### src/rtl/assert_macros.svh
// assertion helpers for the rtl files, included by ufe_back
`ifndef ASSERT_MACROS_SVH
`define ASSERT_MACROS_SVH

// concurrent check on clk, off while rst_n is low
`define UFE_ASSERT(label, prop, msg) \
    label: assert property (@(posedge clk) disable iff (!rst_n) prop) else $error(msg);

// same cycle implication
`define UFE_ASSERT_IMPLY(label, ante, cons, msg) \
    `UFE_ASSERT(label, (ante) |-> (cons), msg)

// next cycle implication
`define UFE_ASSERT_NEXT(label, ante, cons, msg) \
    `UFE_ASSERT(label, (ante) |=> (cons), msg)

`endif

### src/rtl/ufe_pkg.sv
package ufe_pkg;

    // input opcodes
    localparam logic OP_START   = 1'b0;
    localparam logic OP_PAYLOAD = 1'b1;

    // sync bytes
    localparam logic [7:0] SYNC_FIRST  = 8'hB5;
    localparam logic [7:0] SYNC_SECOND = 8'h62;

    // classified item kinds
    typedef enum logic [1:0] {
        CMD_START,
        CMD_PAYLOAD,
        CMD_ERROR
    } cmd_kind_t;

    // one classified transaction handed from front to back
    typedef struct packed {
        cmd_kind_t   kind;
        logic        last;
        logic [7:0]  class_byte;
        logic [7:0]  msg_id;
        logic [15:0] body_len;
        logic [7:0]  data;
    } cmd_t;

    // byte emission phases of the back end
    typedef enum logic [3:0] {
        PH_SYNC1,
        PH_SYNC2,
        PH_CLASS,
        PH_ID,
        PH_LEN_LO,
        PH_LEN_HI,
        PH_DATA,
        PH_SUM_A,
        PH_SUM_B,
        PH_ERR
    } phase_t;

endpackage

### src/rtl/ufe_front.sv
module ufe_front
    import ufe_pkg::*;
(
    input  logic        clk,
    input  logic        rst_n,
    input  logic        in_valid,
    output logic        in_stall,
    input  logic        opcode,
    input  logic [7:0]  class_byte,
    input  logic [7:0]  msg_id,
    input  logic [15:0] body_len,
    input  logic [7:0]  payload_byte,
    input  logic        q_full,
    output logic        q_push,
    output cmd_t        q_cmd
);

    logic        frame_open_reg;
    logic        frame_open_next;
    logic [15:0] bytes_left_reg;
    logic [15:0] bytes_left_next;

    assign in_stall = q_full;
    assign q_push   = in_valid && !q_full;

    // classify the transaction against the open frame
    always_comb
    begin
        frame_open_next       = frame_open_reg;
        bytes_left_next       = bytes_left_reg;
        q_cmd.kind            = CMD_ERROR;
        q_cmd.last            = 1'b0;
        q_cmd.class_byte      = class_byte;
        q_cmd.msg_id          = msg_id;
        q_cmd.body_len        = body_len;
        q_cmd.data            = payload_byte;
        if (opcode == OP_START)
        begin
            if (!frame_open_reg)
            begin
                q_cmd.kind = CMD_START;
                q_cmd.last = (body_len == 16'd0);
                if (body_len != 16'd0)
                begin
                    frame_open_next = 1'b1;
                    bytes_left_next = body_len;
                end
            end
        end
        else
        begin
            if (frame_open_reg)
            begin
                q_cmd.kind      = CMD_PAYLOAD;
                q_cmd.last      = (bytes_left_reg == 16'd1);
                bytes_left_next = bytes_left_reg - 16'd1;
                if (bytes_left_reg == 16'd1)
                begin
                    frame_open_next = 1'b0;
                end
            end
        end
    end

    // frame tracking state
    always_ff @(posedge clk or negedge rst_n)
    begin
        if (!rst_n)
        begin
            frame_open_reg <= 1'b0;
            bytes_left_reg <= 16'd0;
        end
        else if (q_push)
        begin
            frame_open_reg <= frame_open_next;
            bytes_left_reg <= bytes_left_next;
        end
    end

endmodule

### src/rtl/ufe_queue.sv
module ufe_queue
    import ufe_pkg::*;
#(
    parameter int DEPTH = 2
)
(
    input  logic clk,
    input  logic rst_n,
    input  logic push,
    input  cmd_t push_cmd,
    output logic full,
    input  logic pop,
    output logic head_valid,
    output cmd_t head_cmd
);

    localparam int AW = $clog2(DEPTH);
    localparam int CW = $clog2(DEPTH + 1);

    cmd_t          entry_reg [DEPTH];
    logic [AW-1:0] wr_ptr_reg;
    logic [AW-1:0] rd_ptr_reg;
    logic [CW-1:0] count_reg;
    logic          do_push;
    logic          do_pop;

    assign full       = (count_reg == CW'(DEPTH));
    assign head_valid = (count_reg != '0);
    assign head_cmd   = entry_reg[rd_ptr_reg];
    assign do_push    = push && !full;
    assign do_pop     = pop && head_valid;

    // entry storage
    always_ff @(posedge clk)
    begin
        if (do_push)
        begin
            entry_reg[wr_ptr_reg] <= push_cmd;
        end
    end

    // pointers and fill count
    always_ff @(posedge clk or negedge rst_n)
    begin
        if (!rst_n)
        begin
            wr_ptr_reg <= '0;
            rd_ptr_reg <= '0;
            count_reg  <= '0;
        end
        else
        begin
            if (do_push)
            begin
                wr_ptr_reg <= (wr_ptr_reg == AW'(DEPTH - 1)) ? '0 : wr_ptr_reg + AW'(1);
            end
            if (do_pop)
            begin
                rd_ptr_reg <= (rd_ptr_reg == AW'(DEPTH - 1)) ? '0 : rd_ptr_reg + AW'(1);
            end
            if (do_push && !do_pop)
            begin
                count_reg <= count_reg + CW'(1);
            end
            else if (do_pop && !do_push)
            begin
                count_reg <= count_reg - CW'(1);
            end
        end
    end

endmodule

### src/rtl/ufe_back.sv
module ufe_back
    import ufe_pkg::*;
(
    input  logic       clk,
    input  logic       rst_n,
    input  logic       head_valid,
    input  cmd_t       head_cmd,
    output logic       pop,
    output logic       out_valid,
    input  logic       out_stall,
    output logic [7:0] out_byte,
    output logic       frame_end,
    output logic       error
);

`include "assert_macros.svh"

    phase_t     phase_reg;
    phase_t     phase_next;
    phase_t     cur_phase;
    logic       mid_reg;
    logic       done;
    logic       emit;
    logic       out_load;
    logic [7:0] sum_a_reg;
    logic [7:0] sum_a_next;
    logic [7:0] sum_b_reg;
    logic [7:0] sum_b_next;
    logic [7:0] byte_val;
    logic       end_val;
    logic       err_val;
    logic       counted;
    logic       sum_b_emit;
    logic       out_valid_reg;
    logic [7:0] out_byte_reg;
    logic       out_frame_end_reg;
    logic       out_error_reg;

    assign out_load   = !out_valid_reg || !out_stall;
    assign emit       = head_valid && out_load;
    assign pop        = emit && done;
    assign sum_b_emit = emit && (cur_phase == PH_SUM_B);

    // phase of the head transaction
    always_comb
    begin
        if (mid_reg)
        begin
            cur_phase = phase_reg;
        end
        else
        begin
            case (head_cmd.kind)
                CMD_START:   cur_phase = PH_SYNC1;
                CMD_PAYLOAD: cur_phase = PH_DATA;
                default:     cur_phase = PH_ERR;
            endcase
        end
    end

    // next phase and end of transaction
    always_comb
    begin
        phase_next = cur_phase;
        done       = 1'b0;
        case (cur_phase)
            PH_SYNC1:  phase_next = PH_SYNC2;
            PH_SYNC2:  phase_next = PH_CLASS;
            PH_CLASS:  phase_next = PH_ID;
            PH_ID:     phase_next = PH_LEN_LO;
            PH_LEN_LO: phase_next = PH_LEN_HI;
            PH_LEN_HI, PH_DATA:
            begin
                if (head_cmd.last)
                begin
                    phase_next = PH_SUM_A;
                end
                else
                begin
                    done = 1'b1;
                end
            end
            PH_SUM_A:  phase_next = PH_SUM_B;
            PH_SUM_B:  done = 1'b1;
            default:   done = 1'b1;
        endcase
    end

    // byte value and flags per phase
    always_comb
    begin
        byte_val = 8'd0;
        end_val  = 1'b0;
        err_val  = 1'b0;
        counted  = 1'b0;
        case (cur_phase)
            PH_SYNC1:  byte_val = SYNC_FIRST;
            PH_SYNC2:  byte_val = SYNC_SECOND;
            PH_CLASS:
            begin
                byte_val = head_cmd.class_byte;
                counted  = 1'b1;
            end
            PH_ID:
            begin
                byte_val = head_cmd.msg_id;
                counted  = 1'b1;
            end
            PH_LEN_LO:
            begin
                byte_val = head_cmd.body_len[7:0];
                counted  = 1'b1;
            end
            PH_LEN_HI:
            begin
                byte_val = head_cmd.body_len[15:8];
                counted  = 1'b1;
            end
            PH_DATA:
            begin
                byte_val = head_cmd.data;
                counted  = 1'b1;
            end
            PH_SUM_A:  byte_val = sum_a_reg;
            PH_SUM_B:
            begin
                byte_val = sum_b_reg;
                end_val  = 1'b1;
            end
            default:   err_val = 1'b1;
        endcase
    end

    // fletcher sums, cleared at the first sync byte
    always_comb
    begin
        sum_a_next = sum_a_reg;
        sum_b_next = sum_b_reg;
        if (cur_phase == PH_SYNC1)
        begin
            sum_a_next = 8'd0;
            sum_b_next = 8'd0;
        end
        else if (counted)
        begin
            sum_a_next = sum_a_reg + byte_val;
            sum_b_next = sum_b_reg + sum_a_next;
        end
    end

    // sequencer and sum registers
    always_ff @(posedge clk or negedge rst_n)
    begin
        if (!rst_n)
        begin
            phase_reg <= PH_SYNC1;
            mid_reg   <= 1'b0;
            sum_a_reg <= 8'd0;
            sum_b_reg <= 8'd0;
        end
        else if (emit)
        begin
            phase_reg <= phase_next;
            mid_reg   <= !done;
            sum_a_reg <= sum_a_next;
            sum_b_reg <= sum_b_next;
        end
    end

    // output register control
    always_ff @(posedge clk or negedge rst_n)
    begin
        if (!rst_n)
        begin
            out_valid_reg <= 1'b0;
        end
        else if (out_load)
        begin
            out_valid_reg <= emit;
        end
    end

    // output register payload
    always_ff @(posedge clk)
    begin
        if (emit)
        begin
            out_byte_reg      <= byte_val;
            out_frame_end_reg <= end_val;
            out_error_reg     <= err_val;
        end
    end

    assign out_valid = out_valid_reg;
    assign out_byte  = out_byte_reg;
    assign frame_end = out_frame_end_reg;
    assign error     = out_error_reg;

    `UFE_ASSERT_IMPLY(a_mid_has_head, mid_reg, head_valid, "mid transaction without queue head")
    `UFE_ASSERT_IMPLY(a_pop_on_emit, pop, emit && head_valid, "pop without an emitted byte")
    `UFE_ASSERT_NEXT(a_sum_b_ends, sum_b_emit, out_valid_reg && out_frame_end_reg, "no frame end")
    `UFE_ASSERT_IMPLY(a_err_clean, out_valid_reg && out_error_reg, (out_byte_reg == 8'd0) && !out_frame_end_reg, "error result carries data")

endmodule

### src/rtl/ubx_frame_encoder_core.sv
// Frame encoder: a start transaction (class, id, 16-bit length) produces the sync bytes B5 62,
// class, id and length low/high, then each payload transaction passes its byte through, and
// the two 8-bit Fletcher sums over class..payload follow the last counted byte (or the header
// when the length is zero), the second one flagged by frame_end. Out-of-sequence transactions
// give one result with error set and out_byte zero. Inputs are classified on acceptance and
// queued (QUEUE_DEPTH entries, at least 2); the byte serializer behind the queue writes one
// output byte per cycle unless out_stall holds it: a payload transaction yields 1 byte, 3 when
// it closes the frame, and a start transaction 6 bytes, 8 for an empty frame. While a header
// or checksum burst drains, up to QUEUE_DEPTH - 1 further transactions wait in the queue;
// in_stall rises only when the queue is full.
module ubx_frame_encoder_core
    import ufe_pkg::*;
#(
    parameter int QUEUE_DEPTH = 2
)
(
    input  logic        clk,
    input  logic        rst_n,
    input  logic        in_valid,
    output logic        in_stall,
    input  logic        opcode,
    input  logic [7:0]  class_byte,
    input  logic [7:0]  msg_id,
    input  logic [15:0] body_len,
    input  logic [7:0]  payload_byte,
    output logic        out_valid,
    input  logic        out_stall,
    output logic [7:0]  out_byte,
    output logic        frame_end,
    output logic        error
);

    logic q_full;
    logic q_push;
    cmd_t q_cmd;
    logic q_pop;
    logic head_valid;
    cmd_t head_cmd;

    // input classification
    ufe_front u_front (
        .clk          (clk),
        .rst_n        (rst_n),
        .in_valid     (in_valid),
        .in_stall     (in_stall),
        .opcode       (opcode),
        .class_byte   (class_byte),
        .msg_id       (msg_id),
        .body_len     (body_len),
        .payload_byte (payload_byte),
        .q_full       (q_full),
        .q_push       (q_push),
        .q_cmd        (q_cmd)
    );

    // command queue between front and back
    ufe_queue #(
        .DEPTH (QUEUE_DEPTH)
    ) u_queue (
        .clk        (clk),
        .rst_n      (rst_n),
        .push       (q_push),
        .push_cmd   (q_cmd),
        .full       (q_full),
        .pop        (q_pop),
        .head_valid (head_valid),
        .head_cmd   (head_cmd)
    );

    // byte serializer and checksum
    ufe_back u_back (
        .clk        (clk),
        .rst_n      (rst_n),
        .head_valid (head_valid),
        .head_cmd   (head_cmd),
        .pop        (q_pop),
        .out_valid  (out_valid),
        .out_stall  (out_stall),
        .out_byte   (out_byte),
        .frame_end  (frame_end),
        .error      (error)
    );

endmodule
### config.mk
export PLATFORM = sky130hd
export DESIGN_NAME = ubx_frame_encoder_core
export DESIGN_NICKNAME = d
export VERILOG_FILES = /design/src/rtl/ufe_pkg.sv /design/src/rtl/ufe_front.sv /design/src/rtl/ufe_queue.sv /design/src/rtl/ufe_back.sv /design/src/rtl/ubx_frame_encoder_core.sv
export VERILOG_INCLUDE_DIRS = /design/src /design/src/rtl
export SDC_FILE = /design/constraint.sdc
export NUM_CORES = 1
export LEC_CHECK = 0
export BUFFER_PORTS_ARGS = -buffer_cell sky130_fd_sc_hd__buf_2
export CORE_MARGIN = 3
export CORE_UTILIZATION = 56
export CTS_BUF_LIST = sky130_fd_sc_hd__clkbuf_4 sky130_fd_sc_hd__clkbuf_8
export DETAILED_ROUTE_END_ITERATION = 7
export GPL_TIMING_DRIVEN = 0
export PLACE_DENSITY = 0.79
export SYNTH_ARGS = -nofsm -noshare
export SYNTH_HDL_FRONTEND = slang
export SYNTH_SLANG_ARGS = --single-unit
### constraint.sdc
create_clock -name clk -period 4.5 [get_ports clk]
set_input_delay 0.675 -clock clk [delete_from_list [all_inputs] [get_ports clk]]
set_output_delay 0.675 -clock clk [all_outputs]
set_load 0.05 [all_outputs]
# [Yosys cells after proc, flatten, opt, wreduce, memory -nomap -nowiden]
# Memories as Yosys holds them, arrays and structs flattened.
# Index checks and enable logic that the tools add are counted.
[op_classes] n_eq_ne=13 reduce_logical=28 addsub=7 muxes=32
[ops] cell="$pmux W8 S9" n=1
[ops] cell="$mux W16" n=4
[ops] cell="$mux W8" n=4
[ops] cell="$pmux W4 S7" n=1
[ops] cell="$add A8 B8 Y8" n=2
[ops] cell="$eq A16 B1 Y1 const B" n=1
[ops] cell="$eq A4 B3 Y1 const B" n=4
[ops] cell="$logic_not A16 Y1" n=1
[ops] cell="$reduce_bool A16 Y1" n=1
[ops] cell="$sub A16 B1 Y16 const B" n=1
[ops] cell="$mux W1" n=13
[ops] cell="$mux W3" n=3
[ops] cell="$reduce_or A9 Y1" n=1
[ops] cell="$eq A4 B2 Y1 const B" n=2
[ops] cell="$mux W4" n=2
[ops] cell="$pmux W4 S2" n=1
[ops] cell="$reduce_bool A2 Y1" n=4
[ops] cell="$logic_and A1 B1 Y1" n=7
[ops] cell="$logic_not A1 Y1" n=6
[ops] cell="$reduce_or A6 Y1" n=1
[ops] cell="$reduce_or A5 Y1" n=1
[ops] cell="$eq A4 B1 Y1 const B" n=1
[ops] cell="$eq A4 B4 Y1 const B" n=1
[ops] cell="$logic_not A4 Y1" n=1
[ops] cell="14 further kinds" n=16
[word_totals] register_bits=53 wordCells=94 input_bits=45 mem_count=1 mem_bits_rw=86
[memory_table] name="u_queue.entry_reg" words=2 width=43 rd=1 rd_clocked_by_memory_dff=0 write_ports=1 line_no="ufe_queue.sv:20" text="cmd_t entry_reg [DEPTH];"

# [Depth between registers and ports, before layout]
# An unclocked memory read counts as a cell.
[depth] depth_word=12 mapped_depth=23

# [Hierarchy]
# From an unflattened synthesis, not the netlist that was laid out.
[unflattened] hier_cells=601 area_unflattened_um2=7489.7
[modules_own_cells] module="ufe_queue" seq_area_each_um2=2682.6 cells_each=153 area_each_um2=3504.6 n_inst=1
[modules_own_cells] module="ufe_back" seq_area_each_um2=850.8 cells_each=253 area_each_um2=2347.3 n_inst=1
[modules_own_cells] module="ufe_front" seq_area_each_um2=425.4 cells_each=195 area_each_um2=1637.8 n_inst=1

# [Worst setup path before layout]
# No wires, ideal clock.
[synth_timing] kind="register to register" startpoint="reg u_queue.rd_ptr_reg" endpoint="reg u_back.sum_b_reg[7]" path_stages_with_launch=22 path_buffers=3 period_less_slack_ns=4.909 setup_slack_ns=-0.409 arrival_time_ns=4.788 setup_time_ns=0.121 cell_sequence="dfrtp_1 > buf_6 > clkbuf_1 > clkbuf_1 > mux2i_1 > nor2_1 > a2111oi_0 > o21ai_0 > ha_1 > fa_1 > a21o_1 > a21oi_1 > xnor2_1 > ha_1 > nand3_1 > o211ai_1 > o21a_1 > o21a_1 > nor2_1 > or3_1 > a31o_1 > a22o_1"
[synth_between] elab_chain_len=10 elab_cells_between_ends=23
[synth_lines] item="from (decl)" line_no="ufe_queue.sv:22" text="logic [AW-1:0] rd_ptr_reg;"
[synth_lines] item="from (signal assigned)" line_no="ufe_queue.sv:59" text="rd_ptr_reg <= (rd_ptr_reg == AW'(DEPTH - 1)) ? '0 : rd_ptr_reg + AW'(1);"
[synth_lines] item="$mem_v2 Z2 W43 *"
[synth_lines] item="$eq A2 B1 Y1 or $logic_not A2 Y1 (tied branches)" line_no="ufe_back.sv:53" text="case (head_cmd.kind)"
[synth_lines] item="$pmux W4 S2" line_no="ufe_back.sv:53"
[synth_lines] item="$mux W4" line_no="ufe_back.sv:47" text="if (mid_reg)"
[synth_lines] item="$eq A4 B4 Y1, or another cell as far along"
[synth_lines] item="$pmux W8 S9 *" line_no="ufe_back.sv:96" text="case (cur_phase)"
[synth_lines] item="via u_back.byte_val[0]" line_no="ufe_back.sv:29" text="logic [7:0] byte_val;"
[synth_lines] item="$add A8 B8 Y8 *" line_no="ufe_back.sv:146" text="sum_a_next = sum_a_reg + byte_val;"
[synth_lines] item="$add A8 B8 Y8 *" line_no="ufe_back.sv:147" text="sum_b_next = sum_b_reg + sum_a_next;"
[synth_lines] item="$mux W8 *" line_no="ufe_back.sv:144" text="else if (counted)"
[synth_lines] item="$mux W8 *" line_no="ufe_back.sv:139" text="if (cur_phase == PH_SYNC1)"
[synth_lines] item="to (signal assigned)" line_no="ufe_back.sv:166" text="sum_b_reg <= sum_b_next;"
[synth_lines] item="to (decl)" line_no="ufe_back.sv:27" text="logic [7:0] sum_b_reg;"
# Mark *: on every way through the listed nets, which the timed path passes. The rest lies on a longest branch. The select of a mux whose other input is x is not followed.
# A chain may end at the register's enable or synchronous reset.

# [Worst setup path after layout]
# Same ends and word-level chain as after synthesis.

==> results_dict.tcl <==
set metrics [dict create \
    outcome "complete, but fails checks" \
    violations "negative setup slack" \
    worst_slack_ns -0.1090 \
    post-route-cell-area_mm2 0.008189 \
    power_leakage_nw 3.262 \
    avgSynthCellArea_um2 11.88 \
    hold_viol 0 \
    max_cap_violations 0 \
    grtUsageTotal_pct 26.36 \
    clockBufferDepth 2 \
    r2r_start "u_queue.rd_ptr_reg" \
    ys_warn_count 0 \
    dp.cells 763 \
    slew_headroom_pct 27.74 \
    worst-setup-path-type "reg2reg" \
    drtPass1Iterations 7 \
    cts.sinks 139 \
    ir_drop_v 0.0002995 \
    gp_congestion 0.9132 \
    min_period_over_period_pct 102.4 \
    antenna_found_initial 0 \
    synth-seq-cells 139 \
    cts_made_buffers 17 \
    ys_seq_area_share_pct 59.27 \
    cts-htree-levels 4 \
    end_kind "flip-flop" \
    antenna_cells 0 \
    initial_core_util_pct 58.00 \
    slew_violations 0 \
    via_count 5178 \
    drt_iter0_drc 397 \
    ys.flop_type "edfxtp_1" \
    hpwl_um 11230 \
    r2r_setup_slack_ns -0.11 \
    die_width_um 115.2 \
    final_net_count 731 \
    die_y_um 115.2 \
    syn-num-nets 627 \
    avgViaCountPerCell 6.299 \
    grt_start_max_net_pins 44 \
    drcViolationCount 0 \
    clockRootBuffer "clkbuf_8" \
    max_freq_mhz 217.0 \
    cp-startpoint "u_queue.rd_ptr_reg" \
    clock-skew-final_ns 0.01763 \
    largest_register_ff_count 86 \
    area_growth_pct 22.61 \
    insertion_delay_ns 0.46 \
    rsz0062_at_grt "true" \
    setup_viol 1 \
    fin_cells 822 \
    multi_input_area_mm2 0.002785 \
    syn-cell-area_mm2 0.006679 \
    clk_pin_slew_worst_paths_ns 0.08 \
    rows 39 \
    fillers 763 \
    synthArstFlopShare_pct 30.94 \
    critPathMaxFanout 5 \
    wl_per_cell_um 20.75 \
    required_ns 4.84 \
    die_area_mm2 0.01327 \
    grt_pass1_wl_um 26400 \
    dpl_cell_area_mm2 0.007216 \
    ant_nets 0 \
    cp.arrival_ns 4.95 \
    io_pins 57 \
    ys_types 66 \
    synth_edf_count 96 \
    timing.final.crit_period_ns 4.609 \
    overflow 0 \
    startpoint_type "flip-flop" \
    coreArea_mm2 0.01152 \
    cts_tree "done" \
    drive_gt1_share_pct 25.92 \
    netlist_instances 562 \
    grt_pass1_vias 5119 \
    hold_path_class "in2reg" \
    worst_pin_slew_ns 1.084 \
    power.density_mw_per_mm2 865.6 \
    regArea_mm2 0.003961 \
    routed_wl_um 17060 \
    hold_start "class_byte[3]" \
    numPortBuffers 56 \
]
area by class of cell:
class	count	area share, %
Clock buffer	17	2.857
Tap cell	143	2.185
Multi-Input combinational cell	381	34.01
Clock inverter	15	2.903
Timing Repair Buffer	88	6.753
Sequential cell	139	48.37
Buffer	21	2.093
Inverter	18	0.8251
kinds of logic (layout without fill, tap and decap cells):
logic type / count (synthesis) / after routing / share of synthesized area, %
AOI/OAI and AO/OA: 151 / 151 / 14.42
adders and majority gates: 20 / 20 / 3.972
DFF: 139 / 139 / 59.27
and+or+nand+nor: 156 / 156 / 11.82
muxes: 41 / 41 / 6.163
buffers and inverters: 42 / 159 / 2.641
xor gates and xnor gates: 13 / 13 / 1.705
worst max-delay path: stages (launching register included):
cell and delay (ns):
dfrtp_1 0.40, buf_6 0.13, clkbuf_16 0.14, mux2i_2 0.24
nor2_2 0.06, a21oi_2 0.16, o221ai_4 0.14, a2111oi_4 0.22
o21ai_1 0.14, ha_2 0.24, fa_2 0.37, a21o_1 0.20
a21oi_2 0.20, xnor2_2 0.14, ha_4 0.30, nand3_1 0.07
o211ai_1 0.25, o21a_1 0.18, o21a_1 0.12, nor2_1 0.05
or3_4 0.33, a31o_1 0.21, a22o_1 0.19
cell usage in the layout, fill, tap and decap left out, drive strengths merged, types with 7 or more instances in the layout:
master	synthesis	routed
a21oi	45	45
buf	7	95
clkbuf	17	31
dfrtp	43	43
edfxtp	96	96
ha	18	18
inv	18	22
mux2i	40	40
nand2	53	53
nand2b	9	9
nand3	16	16
nor2	30	30
nor3	7	7
nor4	7	7
o21ai	40	40
o22ai	8	8
o31ai	9	9
or3	8	8
xnor2	8	8
synthesized netlist by cell type (5+ instances only):
library cell	instances	share of area, %
xor2_1	5	0.66
nor3_1	7	0.52
mux2i_1	40	6.0
a21oi_1	45	3.4
o21ai_0	38	2.8
o31ai_1	9	1.0
nand3_1	16	1.2
nand2b_1	8	0.75
o22ai_1	8	0.75
nor2_1	30	1.7
o221ai_1	5	0.66
nor4_1	7	0.66
ha_1	18	3.4
nand2_1	53	3.0
clkbuf_1	17	0.96
inv_1	17	0.96
or3_1	8	0.75
xnor2_1	8	1.0
dfrtp_1	43	16
edfxtp_1	96	43
power by group:
part	internal [W]	total (W)	switching, W
Combinational	0.00160	0.00374	0.00214
Sequential	0.00185	0.00214	0.000293
Clock	0.000672	0.00120	0.000531
per-stage QoR:
| step | power (W) | utilization, % | setup slack [ns] | TNS [ns] | hold slack (ns) |
|---|---|---|---|---|---|
| CTS | 0.006663 | 68.85 | -0.08282 | -0.08282 | 0.3777 |
| floorplan | 0.004354 | - | 0.01966 | 0 | 0.3794 |
| finish | 0.007088 | 71.11 | -0.1090 | -0.1090 | 0.4038 |
| global placement | 0.004972 | 62.18 | -0.6805 | -0.7300 | 0.4689 |
| global route | 0.007511 | 71.11 | -0.3650 | -0.3650 | 0.3755 |
| detailed placement | 0.005133 | 62.66 | -0.7833 | -1.140 | 0.4810 |
path summary, 6_finish.rpt:
path	endpoint	depth (start not counted)
max	u_back.sum_b_reg[7]	22
min	u_queue.entry_reg[1][35]	1
max reg2reg	u_back.sum_b_reg[7]	22
min reg2reg	u_back.out_valid	2
max in group asynchronous	u_back.mid_reg	1
min in group asynchronous	u_back.sum_b_reg[5]	1
timing repair:
action	4_1_cts	5_1_grt
buffers inserted	12	17
pin swaps	9	13
setup endpoints to repair	4	1
endpoints found under the hold margin	0	0
resized for setup	41	24
gates cloned	0	1
hold buffers	0	0
layer usage:
| metal | routed length (um) | track usage (%) |
|---|---|---|
| met1 | 6725 | 34.61 |
| met2 | 8341 | 41.13 |
| met3 | 1394 | 6.316 |
| met4 | 596 | 13.46 |
| met5 | 0 | 0 |
No activity file was read; power rests on OpenSTA's default activity.
